==> src/gwwm_pkg.sv <==
`timescale 1ns / 1ps

package gwwm_pkg;

  // Glyph advance table geometry.
  localparam int GLYPH_COUNT = 95;
  localparam int GLYPH_AW    = (GLYPH_COUNT > 1) ? $clog2(GLYPH_COUNT) : 1;

  // Character codes with special meaning.
  localparam logic [7:0] CH_NULL     = 8'd0;
  localparam logic [7:0] CH_NEWLINE  = 8'd10;
  localparam logic [7:0] CH_SPACE    = 8'd32;
  localparam logic [7:0] CH_FIRST    = 8'd33;
  localparam logic [7:0] CH_LAST     = 8'd127;
  localparam logic [7:0] CH_DOLLAR   = 8'd36;
  localparam logic [7:0] CH_BACKTICK = 8'd96;

  // Layout constants.
  localparam logic [2:0] WORD_GAP   = 3'd5;
  localparam logic [1:0] LINE_EXTRA = 2'd2;

  // Configuration reset values.
  localparam logic [7:0]  FONT_H_RST      = 8'd8;
  localparam logic [15:0] LINE_WIDTH_RST  = 16'd320;
  localparam logic [5:0]  SPACE_WIDTH_RST = 6'd6;

  // Result queue geometry.
  localparam int QDEPTH = 4;
  localparam int QAW    = $clog2(QDEPTH);

  typedef enum logic {
    OP_CHAR = 1'b0,
    OP_LOAD = 1'b1
  } op_e;

  typedef enum logic {
    KIND_WORD = 1'b0,
    KIND_BOX  = 1'b1
  } kind_e;

  typedef enum logic [1:0] {
    REG_FONT_H      = 2'd0,
    REG_LINE_WIDTH  = 2'd1,
    REG_SPACE_WIDTH = 2'd2
  } cfg_reg_e;

  typedef struct packed {
    logic [7:0]  font_h;
    logic [15:0] line_width;
    logic [5:0]  space_width;
  } cfg_t;

  // Character item held between the table read and the layout stage.
  typedef struct packed {
    logic [7:0] code;
    logic       last;
    logic       use_table;
  } item_t;

  typedef struct packed {
    kind_e       kind;
    logic [15:0] pos_x;
    logic [15:0] pos_y;
    logic [15:0] extent_w;
    logic [15:0] extent_h;
    logic        final_res;
  } res_t;

  // Clamp an unsigned sum to 16 bits.
  function automatic logic [15:0] sat16(input logic [17:0] v);
    return (|v[17:16]) ? 16'hFFFF : v[15:0];
  endfunction

endpackage

==> src/gwwm_ifs.sv <==
`timescale 1ns / 1ps

// Character and table-load items.
interface gwwm_in_if;
  logic       valid;
  logic       ready;
  logic       op;
  logic [7:0] code;
  logic [5:0] glyph_advance;
  logic       end_of_text;

  modport source (output valid, op, code, glyph_advance, end_of_text, input ready);
  modport sink   (input valid, op, code, glyph_advance, end_of_text, output ready);
endinterface

// Word placements and box sizes.
interface gwwm_out_if;
  logic        valid;
  logic        ready;
  logic        kind;
  logic [15:0] pos_x;
  logic [15:0] pos_y;
  logic [15:0] extent_w;
  logic [15:0] extent_h;
  logic        final_res;

  modport source (output valid, kind, pos_x, pos_y, extent_w, extent_h, final_res,
                  input ready);
  modport sink   (input valid, kind, pos_x, pos_y, extent_w, extent_h, final_res,
                  output ready);
endinterface

// Register writes.
interface gwwm_cfg_if;
  logic        valid;
  logic        ready;
  logic [1:0]  index;
  logic [15:0] data;

  modport source (output valid, index, data, input ready);
  modport sink   (input valid, index, data, output ready);
endinterface

==> src/greedy_word_wrap_measure.sv <==
`timescale 1ns / 1ps

// Channel   Direction  Transfer carries
// in_ch     sink       op, code, glyph_advance, end_of_text
// out_ch    source     kind, pos_x, pos_y, extent_w, extent_h, final_res
// cfg_ch    sink       index (0 font height, 1 line_width, 2 space_width), data
//
// One input item per cycle. A character sits in an input register during its table
// read, and its results enter the result queue when the layout stage takes it, which
// waits for queue room. A character that ends a text can yield two results;
// the input stalls while fewer than two of the four queue entries are free.
// Synchronous reset clears the text state, the queue and the registers to their
// defaults; the glyph table keeps its contents and is undefined until loaded.

module greedy_word_wrap_measure import gwwm_pkg::*; (
  input  logic       clk,
  input  logic       rst_n,
  gwwm_in_if.sink    in_ch,
  gwwm_out_if.source out_ch,
  gwwm_cfg_if.sink   cfg_ch
);

  cfg_t                cfg_r;
  logic                a_valid_r, a_valid_nxt;
  item_t               a_item_r, a_item_nxt;
  logic                in_acc, take, room;
  logic                tbl_wr, tbl_rd;
  logic [7:0]          glyph_idx;
  logic [5:0]          tbl_data;
  logic [1:0]          push_cnt;
  res_t                res0, res1, head_res;
  logic                q_valid;

  // Register writes are always taken.
  assign cfg_ch.ready = 1'b1;

  always_ff @(posedge clk) begin
    if (!rst_n) begin
      cfg_r.font_h      <= FONT_H_RST;
      cfg_r.line_width  <= LINE_WIDTH_RST;
      cfg_r.space_width <= SPACE_WIDTH_RST;
    end else if (cfg_ch.valid) begin
      unique case (cfg_ch.index)
        REG_FONT_H:      cfg_r.font_h      <= cfg_ch.data[7:0];
        REG_LINE_WIDTH:  cfg_r.line_width  <= cfg_ch.data;
        REG_SPACE_WIDTH: cfg_r.space_width <= cfg_ch.data[5:0];
        default: begin
        end
      endcase
    end
  end

  // Input transfer, table access and the character stage register.
  always_comb begin
    take         = a_valid_r && room;
    in_ch.ready  = !a_valid_r || take;
    in_acc       = in_ch.valid && in_ch.ready;
    glyph_idx    = in_ch.code - CH_FIRST;
    tbl_wr       = in_acc && (in_ch.op == OP_LOAD) &&
                   ({1'b0, in_ch.code} < 9'(GLYPH_COUNT));
    tbl_rd       = in_acc && (in_ch.op == OP_CHAR);

    a_item_nxt.code      = in_ch.code;
    a_item_nxt.last      = in_ch.end_of_text;
    a_item_nxt.use_table = (in_ch.code >= CH_FIRST) && (in_ch.code <= CH_LAST) &&
                           ({1'b0, glyph_idx} < 9'(GLYPH_COUNT));
    a_valid_nxt          = tbl_rd || (a_valid_r && !take);
  end

  always_ff @(posedge clk) begin
    if (!rst_n) begin
      a_valid_r <= 1'b0;
    end else begin
      a_valid_r <= a_valid_nxt;
    end
  end

  always_ff @(posedge clk) begin
    if (tbl_rd) begin
      a_item_r <= a_item_nxt;
    end
  end

  gwwm_table u_table (
    .clk     (clk),
    .wr_en   (tbl_wr),
    .wr_addr (in_ch.code[GLYPH_AW-1:0]),
    .wr_data (in_ch.glyph_advance),
    .rd_en   (tbl_rd),
    .rd_addr (glyph_idx[GLYPH_AW-1:0]),
    .rd_data (tbl_data)
  );

  gwwm_core u_core (
    .clk       (clk),
    .rst_n     (rst_n),
    .take      (take),
    .item      (a_item_r),
    .table_adv (tbl_data),
    .cfg       (cfg_r),
    .push_cnt  (push_cnt),
    .res0      (res0),
    .res1      (res1)
  );

  gwwm_outq u_outq (
    .clk       (clk),
    .rst_n     (rst_n),
    .push_cnt  (push_cnt),
    .res0      (res0),
    .res1      (res1),
    .room      (room),
    .out_valid (q_valid),
    .out_ready (out_ch.ready),
    .out_res   (head_res)
  );

  // Result channel.
  assign out_ch.valid     = q_valid;
  assign out_ch.kind      = head_res.kind;
  assign out_ch.pos_x     = head_res.pos_x;
  assign out_ch.pos_y     = head_res.pos_y;
  assign out_ch.extent_w  = head_res.extent_w;
  assign out_ch.extent_h  = head_res.extent_h;
  assign out_ch.final_res = head_res.final_res;

endmodule

==> src/gwwm_table.sv <==
`timescale 1ns / 1ps

module gwwm_table import gwwm_pkg::*; (
  input  logic                clk,
  input  logic                wr_en,
  input  logic [GLYPH_AW-1:0] wr_addr,
  input  logic [5:0]          wr_data,
  input  logic                rd_en,
  input  logic [GLYPH_AW-1:0] rd_addr,
  output logic [5:0]          rd_data
);

  logic [5:0] mem [GLYPH_COUNT];
  logic [5:0] rd_data_r;

  // Glyph advance storage, one write and one registered read per cycle.
  always_ff @(posedge clk) begin
    if (wr_en) begin
      mem[wr_addr] <= wr_data;
    end
    if (rd_en) begin
      rd_data_r <= mem[rd_addr];
    end
  end

  assign rd_data = rd_data_r;

endmodule

==> src/gwwm_core.sv <==
`timescale 1ns / 1ps

module gwwm_core import gwwm_pkg::*; (
  input  logic       clk,
  input  logic       rst_n,
  input  logic       take,
  input  item_t      item,
  input  logic [5:0] table_adv,
  input  cfg_t       cfg,
  output logic [1:0] push_cnt,
  output res_t       res0,
  output res_t       res1
);

  logic [15:0] word_r, word_nxt;
  logic        in_word_r, in_word_nxt;
  logic [15:0] pen_x_r, pen_x_nxt;
  logic [15:0] pen_y_r, pen_y_nxt;
  logic [15:0] widest_r, widest_nxt;

  logic        is_nl, is_delim, is_normal;
  logic [5:0]  char_w;
  logic [15:0] word_w;
  logic        word_open, do_fin, wrap;
  logic [8:0]  step;
  logic [9:0]  y_off;
  logic [15:0] py0, px0, pen_x_fin, box_h;
  logic        px_zero;
  res_t        word_res, box_res;

  // Character classification and width of the incoming character.
  always_comb begin
    is_nl     = (item.code == CH_NEWLINE);
    is_delim  = is_nl || (item.code == CH_SPACE);
    is_normal = !is_delim && (item.code != CH_NULL);
    if ((item.code == CH_DOLLAR) || (item.code == CH_BACKTICK)) begin
      char_w = 6'd0;
    end else if (item.use_table) begin
      char_w = table_adv;
    end else begin
      char_w = cfg.space_width;
    end
  end

  // Word closing, wrap decision and pen movement.
  always_comb begin
    word_w    = is_normal ? sat16(18'(word_r) + 18'(char_w)) : word_r;
    word_open = is_normal || in_word_r;
    do_fin    = word_open && (is_delim || item.last);
    wrap      = do_fin && ((17'(word_w) + 17'(pen_x_r)) > 17'(cfg.line_width));
    step      = 9'(cfg.font_h) + 9'(LINE_EXTRA) + 9'd1;
    y_off     = (wrap ? 10'(step) : 10'd0) + (is_nl ? 10'(step) : 10'd0);
    py0       = wrap ? sat16(18'(pen_y_r) + 18'(step)) : pen_y_r;
    px0       = wrap ? 16'd0 : pen_x_r;
    pen_x_fin = sat16(18'(px0) + 18'(word_w) + 18'(WORD_GAP));
    pen_y_nxt = sat16(18'(pen_y_r) + 18'(y_off));

    if (is_nl) begin
      pen_x_nxt = 16'd0;
    end else if (do_fin) begin
      pen_x_nxt = pen_x_fin;
    end else begin
      pen_x_nxt = pen_x_r;
    end

    widest_nxt = (do_fin && (pen_x_fin > widest_r)) ? pen_x_fin : widest_r;

    // A closed word always leaves the pen past the gap, so x is zero only here.
    px_zero = is_nl || (!do_fin && (pen_x_r == 16'd0));
    box_h   = px_zero ? pen_y_nxt
                      : sat16(18'(pen_y_r) + 18'(y_off) + 18'(cfg.font_h) +
                              18'(LINE_EXTRA));

    word_nxt    = do_fin ? 16'd0 : word_w;
    in_word_nxt = do_fin ? 1'b0 : word_open;
  end

  // Result items.
  always_comb begin
    word_res.kind      = KIND_WORD;
    word_res.pos_x     = px0;
    word_res.pos_y     = py0;
    word_res.extent_w  = word_w;
    word_res.extent_h  = 16'd0;
    word_res.final_res = !item.last;

    box_res.kind      = KIND_BOX;
    box_res.pos_x     = 16'd0;
    box_res.pos_y     = 16'd0;
    box_res.extent_w  = widest_nxt;
    box_res.extent_h  = box_h;
    box_res.final_res = 1'b1;

    res0     = do_fin ? word_res : box_res;
    res1     = box_res;
    push_cnt = take ? (2'(do_fin) + 2'(item.last)) : 2'd0;
  end

  // Text state; the end of a text clears it.
  always_ff @(posedge clk) begin
    if (!rst_n) begin
      word_r    <= 16'd0;
      in_word_r <= 1'b0;
      pen_x_r   <= 16'd0;
      pen_y_r   <= 16'd0;
      widest_r  <= 16'd0;
    end else if (take) begin
      if (item.last) begin
        word_r    <= 16'd0;
        in_word_r <= 1'b0;
        pen_x_r   <= 16'd0;
        pen_y_r   <= 16'd0;
        widest_r  <= 16'd0;
      end else begin
        word_r    <= word_nxt;
        in_word_r <= in_word_nxt;
        pen_x_r   <= pen_x_nxt;
        pen_y_r   <= pen_y_nxt;
        widest_r  <= widest_nxt;
      end
    end
  end

endmodule

==> src/gwwm_outq.sv <==
`timescale 1ns / 1ps

module gwwm_outq import gwwm_pkg::*; (
  input  logic       clk,
  input  logic       rst_n,
  input  logic [1:0] push_cnt,
  input  res_t       res0,
  input  res_t       res1,
  output logic       room,
  output logic       out_valid,
  input  logic       out_ready,
  output res_t       out_res
);

  res_t             q_r [QDEPTH];
  logic [QAW-1:0]   head_r, head_nxt;
  logic [QAW-1:0]   tail_r, tail_nxt;
  logic [QAW:0]     cnt_r, cnt_nxt;
  logic             pop;

  // Occupancy and pointer updates.
  always_comb begin
    out_valid = (cnt_r != '0);
    out_res   = q_r[head_r];
    pop       = out_valid && out_ready;
    room      = (cnt_r <= (QAW+1)'(QDEPTH - 2));
    head_nxt  = head_r + QAW'(pop);
    tail_nxt  = tail_r + QAW'(push_cnt);
    cnt_nxt   = cnt_r + (QAW+1)'(push_cnt) - (QAW+1)'(pop);
  end

  always_ff @(posedge clk) begin
    if (!rst_n) begin
      head_r <= '0;
      tail_r <= '0;
      cnt_r  <= '0;
    end else begin
      head_r <= head_nxt;
      tail_r <= tail_nxt;
      cnt_r  <= cnt_nxt;
    end
  end

  // Entry storage; a second result goes in right behind the first.
  always_ff @(posedge clk) begin
    if (push_cnt != 2'd0) begin
      q_r[tail_r] <= res0;
    end
    if (push_cnt == 2'd2) begin
      q_r[tail_r + QAW'(1)] <= res1;
    end
  end

endmodule

==> src/flat_wrapper.sv <==
// flat-port wrapper written by rule: the top's interface ports become plain ports
module greedy_word_wrap_measure_flat import gwwm_pkg::*;
  (clk, rst_n, in_ch_valid, in_ch_op, in_ch_code, in_ch_glyph_advance, in_ch_end_of_text, in_ch_ready, out_ch_valid, out_ch_kind, out_ch_pos_x, out_ch_pos_y, out_ch_extent_w, out_ch_extent_h, out_ch_final_res, out_ch_ready, cfg_ch_valid, cfg_ch_index, cfg_ch_data, cfg_ch_ready);
  gwwm_in_if in_ch_i ();
  gwwm_out_if out_ch_i ();
  gwwm_cfg_if cfg_ch_i ();
  input  logic clk;
  input  logic rst_n;
  input wire logic [$bits(in_ch_i.valid)-1:0] in_ch_valid;
  input wire logic [$bits(in_ch_i.op)-1:0] in_ch_op;
  input wire logic [$bits(in_ch_i.code)-1:0] in_ch_code;
  input wire logic [$bits(in_ch_i.glyph_advance)-1:0] in_ch_glyph_advance;
  input wire logic [$bits(in_ch_i.end_of_text)-1:0] in_ch_end_of_text;
  output wire logic [$bits(in_ch_i.ready)-1:0] in_ch_ready;
  output wire logic [$bits(out_ch_i.valid)-1:0] out_ch_valid;
  output wire logic [$bits(out_ch_i.kind)-1:0] out_ch_kind;
  output wire logic [$bits(out_ch_i.pos_x)-1:0] out_ch_pos_x;
  output wire logic [$bits(out_ch_i.pos_y)-1:0] out_ch_pos_y;
  output wire logic [$bits(out_ch_i.extent_w)-1:0] out_ch_extent_w;
  output wire logic [$bits(out_ch_i.extent_h)-1:0] out_ch_extent_h;
  output wire logic [$bits(out_ch_i.final_res)-1:0] out_ch_final_res;
  input wire logic [$bits(out_ch_i.ready)-1:0] out_ch_ready;
  input wire logic [$bits(cfg_ch_i.valid)-1:0] cfg_ch_valid;
  input wire logic [$bits(cfg_ch_i.index)-1:0] cfg_ch_index;
  input wire logic [$bits(cfg_ch_i.data)-1:0] cfg_ch_data;
  output wire logic [$bits(cfg_ch_i.ready)-1:0] cfg_ch_ready;
  assign in_ch_i.valid = in_ch_valid;
  assign in_ch_i.op = in_ch_op;
  assign in_ch_i.code = in_ch_code;
  assign in_ch_i.glyph_advance = in_ch_glyph_advance;
  assign in_ch_i.end_of_text = in_ch_end_of_text;
  assign in_ch_ready = in_ch_i.ready;
  assign out_ch_valid = out_ch_i.valid;
  assign out_ch_kind = out_ch_i.kind;
  assign out_ch_pos_x = out_ch_i.pos_x;
  assign out_ch_pos_y = out_ch_i.pos_y;
  assign out_ch_extent_w = out_ch_i.extent_w;
  assign out_ch_extent_h = out_ch_i.extent_h;
  assign out_ch_final_res = out_ch_i.final_res;
  assign out_ch_i.ready = out_ch_ready;
  assign cfg_ch_i.valid = cfg_ch_valid;
  assign cfg_ch_i.index = cfg_ch_index;
  assign cfg_ch_i.data = cfg_ch_data;
  assign cfg_ch_ready = cfg_ch_i.ready;
  greedy_word_wrap_measure u_core (.clk(clk), .rst_n(rst_n), .in_ch(in_ch_i), .out_ch(out_ch_i), .cfg_ch(cfg_ch_i));
endmodule
==> config.mk <==
export PLATFORM = sky130hd
export DESIGN_NAME = greedy_word_wrap_measure_flat
export DESIGN_NICKNAME = d
export VERILOG_FILES = /design/src/gwwm_pkg.sv /design/src/gwwm_ifs.sv /design/src/greedy_word_wrap_measure.sv /design/src/gwwm_table.sv /design/src/gwwm_core.sv /design/src/gwwm_outq.sv /design/src/flat_wrapper.sv
export SDC_FILE = /design/constraint.sdc
export NUM_CORES = 2
export LEC_CHECK = 0
export ABC_AREA = 1
export BUFFER_PORTS_ARGS = -buffer_cell sky130_fd_sc_hd__buf_2
export CAP_MARGIN = 20
export CELL_PAD_IN_SITES_DETAIL_PLACEMENT = 2
export CELL_PAD_IN_SITES_GLOBAL_PLACEMENT = 2
export CORE_UTILIZATION = 41
export CTS_CLUSTER_SIZE = 28
export DETAILED_ROUTE_END_ITERATION = 7
export PLACE_DENSITY = 0.8
export SYNTH_ARGS = -nofsm -noshare
export SYNTH_HDL_FRONTEND = slang
export SYNTH_SLANG_ARGS = --single-unit
==> constraint.sdc <==
create_clock -name clk -period 13.1 [get_ports clk]
set_clock_uncertainty 0.1 [all_clocks]
set_input_delay 2.62 -clock clk [delete_from_list [all_inputs] [get_ports clk]]
set_output_delay 2.62 -clock clk [all_outputs]
set_load 0.03 [all_outputs]
==> results.py <==
metrics = {
    "logic_synthesis": {
        "synthArstFlopShare": 0,
        "ys_ff_latch": 953,
        "synth-edff-count": 714,
        "ys_warn_count": 0,
        "syn-num-nets": 4993,
        "avgSynthCellArea_sq_um": 9.45,
        "syn_area_sq_mm": 0.0454,
        "synthCells": 4806,
        "synth.distinct_cells": 64,
        "synth_flop_cell": "edfxtp_1",
        "ys_seq_area_frac": 0.578,
    },
    "sta": {
        "slew_headroom": 0.206,
        "setup_tns_ns": 0,
        "fin_crit_ns": 11.90,
        "maxSlewViolCount": 0,
        "fmax_mhz": 84.0,
        "finalHoldViolations": 0,
        "rsz0062_at_grt": "no",
        "setup_viol": 0,
        "post-route-period-util": 0.909,
        "worst_pin_slew_ns": 1.19,
    },
    "critical_path": {
        "end_kind": "register",
        "cp_max_fo": 35,
        "crit_top_cell": "nand2_1",
        "slowest_stage": "nand3_4",
        "slowest_delay_ns": 0.54,
        "rr_startpoint": "u_core.a_item_r[9]",
        "path_class": "register to register",
        "crit_family": "simple AND/OR/NAND/NOR gates",
        "required_ns": 13.45,
        "start_kind": "register",
        "cp.arrival_ns": 12.25,
        "ff2ff_setup_slack_ns": 1.20,
        "critPathBufInv": 7,
        "setup.worst_path.start": "u_core.a_item_r[9]",
    },
    "floorplan": {
        "die_y_microns": 335,
        "core_sq_mm": 0.109,
        "fp.dieW_microns": 335,
        "rows": 121,
        "boundaryPins": 108,
        "initial_utilization": 0.415,
        "die_area_sq_mm": 0.112,
    },
    "power": {
        "finalPower_w": 0.00775,
        "vdd_drop_max_v": 0.000119,
        "p_per_area_mw_per_mm2": 153,
        "power.leakage_nw": 19.1,
    },
    "drt": {
        "drt-initial-drc-count": 2531,
        "met3_length_mm": 8.41,
        "drc_errors": 0,
        "wl_met2_mm": 85.9,
        "via_count": 37400,
        "top_layer": "met5",
        "drt-total-wl_mm": 171,
        "drt_pass1_iterations": 5,
        "wl_met1_mm": 70.8,
        "viasPerCell": 5.87,
        "post_drt_wl_per_cell_microns": 26.9,
        "ant_nets": 0,
    },
    "place": {
        "portBuffers": 106,
        "place_hpwl_mm": 112,
        "gp_congestion": 0.857,
    },
    "clock_network": {
        "root_buffer": "clkbuf_16",
        "worstSkewPairLatency_ns": 0.73,
        "cts_sinks": 953,
        "cts_resized": 0,
        "cts_setup_buffers": 0,
        "path_clk_slew_ns": 0.07,
        "cts_tree": "done",
        "holdBufCountCts": 0,
        "clockBufferDepth": 3,
        "cts_buffers": 105,
        "htree_levels": 3,
    },
    "finish": {
        "area_delta_synth_final_pct": 11.5,
        "drive_above_1_share": 0.0815,
        "fillers": 11600,
        "fin_util": 0.463,
        "nets": 4995,
    },
    "global_routing": {
        "grt_pass1_wl_mm": 257,
        "grt_pass1_vias": 40700,
        "antenna_found_initial": 7,
        "grt_use_total": 0.303,
        "grt_max_degree": 175,
        "globalRouteOverflowTotal": 0,
    },
    "job": {
        "cap_viol_max_count": 0,
    },
    "hold_path": {
        "hold_start": "u_core.u_outq.q_r[1][44]",
        "hold_class": "register to register",
    },
    "outcome": {
        "status": "finished clean",
    },
}
==> report_power, final <==
| part | internal (W) | leakage (nW) | switching (W) |
|---|---|---|---|
| clock network | 0.00168 | 1.68 | 0.00131 |
| registers | 0.00329 | 8.39 | 0.0000547 |
| logic | 0.000348 | 8.99 | 0.00108 |
==> cell type report <==
class	count	area, sq um	area share
Antenna cell	1	2.50	0.0000494
Clock buffer	141	2940	0.0580
Clock inverter	51	480	0.00949
Inverter	274	1050	0.0207
Multi-Input combinational cell	3318	17100	0.337
Sequential cell	953	26200	0.518
Tap cell	1476	1850	0.0365
Timing Repair Buffer	156	1010	0.0200
==> cells in the final DEF, fill, tap and decap left out, types with 5 or more instances in the layout <==
master     count
nor3_1        31
nand4_1       58
buf_4         50
a21o_1         6
o211ai_1      17
bufinv_16      5
clkbuf_1      21
nor3_4         5
ha_1         131
nand2_1      889
o2111ai_1      8
nor2_1       755
o221ai_1      48
clkinv_2      27
nor2_2         5
o22ai_2       11
clkbuf_16    107
xor2_1        48
edfxtp_1     714
inv_1        249
a31oi_1       11
o22ai_1      179
buf_2        100
nand3_2        6
fa_1          16
a22oi_1        5
nor4_1         5
dfxtp_1      237
nand2_2       13
inv_2         10
clkbuf_8      14
xnor2_1       21
or2_2          6
o21ai_0      564
clkinv_1      21
nand3_1      221
nand3b_1       6
o21ai_1       46
a21oi_1      162
==> worst min-delay path, delay by kind of cell (launching register included) <==
family | cells | cell delay (ns)
DFF | 1 | 0.30
and+or+nand+nor | 2 | 0.10
==> metal layers <==
metal | up-vias | track usage
met1 | 19200 | 0.378
met5 | - | 0
met4 | 10 | 0.106
met2 | 1042 | 0.536
met3 | 339 | 0.0402
li1 | 16800 | -
==> cell usage after synthesis (all sizes together) (11+ instances only) <==
cell / n / area (sq um)
inv: 266 / 1000
nor3: 37 / 234
o22ai: 190 / 1260
o21ai: 614 / 3090
nand4: 58 / 363
xor2: 50 / 445
xnor2: 22 / 193
o221ai: 48 / 420
a31oi: 11 / 68.8
nand2: 904 / 3440
nor2: 762 / 2890
dfxtp: 239 / 4780
nand3: 229 / 1200
o211ai: 17 / 128
edfxtp: 714 / 21400
a21oi: 165 / 845
ha: 132 / 1650
clkbuf: 209 / 786
fa: 16 / 320
buf: 52 / 317
==> flip-flops by register name, summed over array words and instances, names as in the netlist, 2 cells and up <==
name / cells
u_core.u_core.word_r: 16
u_core.u_core.pen_x_r: 16
u_core.u_table.rd_data: 6
u_core.u_core.widest_r: 16
u_core.u_core.pen_y_r: 16
u_core.u_outq.head_r: 2
u_core.u_table.mem: 570
u_core.cfg_r: 30
u_core.u_outq.q_r: 264
u_core.u_outq.cnt_r: 3
u_core.u_outq.tail_r: 2
u_core.a_item_r: 10
==> per-stage QoR <==
stage	cells	setup WS, ns	area [sq um]	hold slack [ns]
after floorplan	4806	4.01	45400	0.321
after global placement	6173	1.76	47100	0.334
after detailed placement	6175	1.08	47200	0.338
after CTS	6367	1.01	50600	0.353
after global routing	6369	0.207	50600	0.369
final	6370	1.20	50600	0.351
==> path summary, 6_finish.rpt <==
path | to | cells past startpoint
worst max register to register | u_core.u_outq.q_r[1][31] | 56
worst min-delay path | u_core.u_outq.q_r[1][44] | 2
worst max-delay path | u_core.u_outq.q_r[1][31] | 56
worst min register to register | u_core.u_outq.q_r[1][44] | 2
==> cells by family after synthesis <==
kind of cell,after synthesis,synth area share
xor gates and xnor gates,72,0.0141
adders and majority gates,148,0.0434
and+or+nand+nor,2014,0.183
other,1,0.0000826
AOI/OAI and AO/OA,1083,0.135
DFF,953,0.578
buffers and inverters,535,0.0470
No activity file was read; power rests on OpenSTA's default activity.
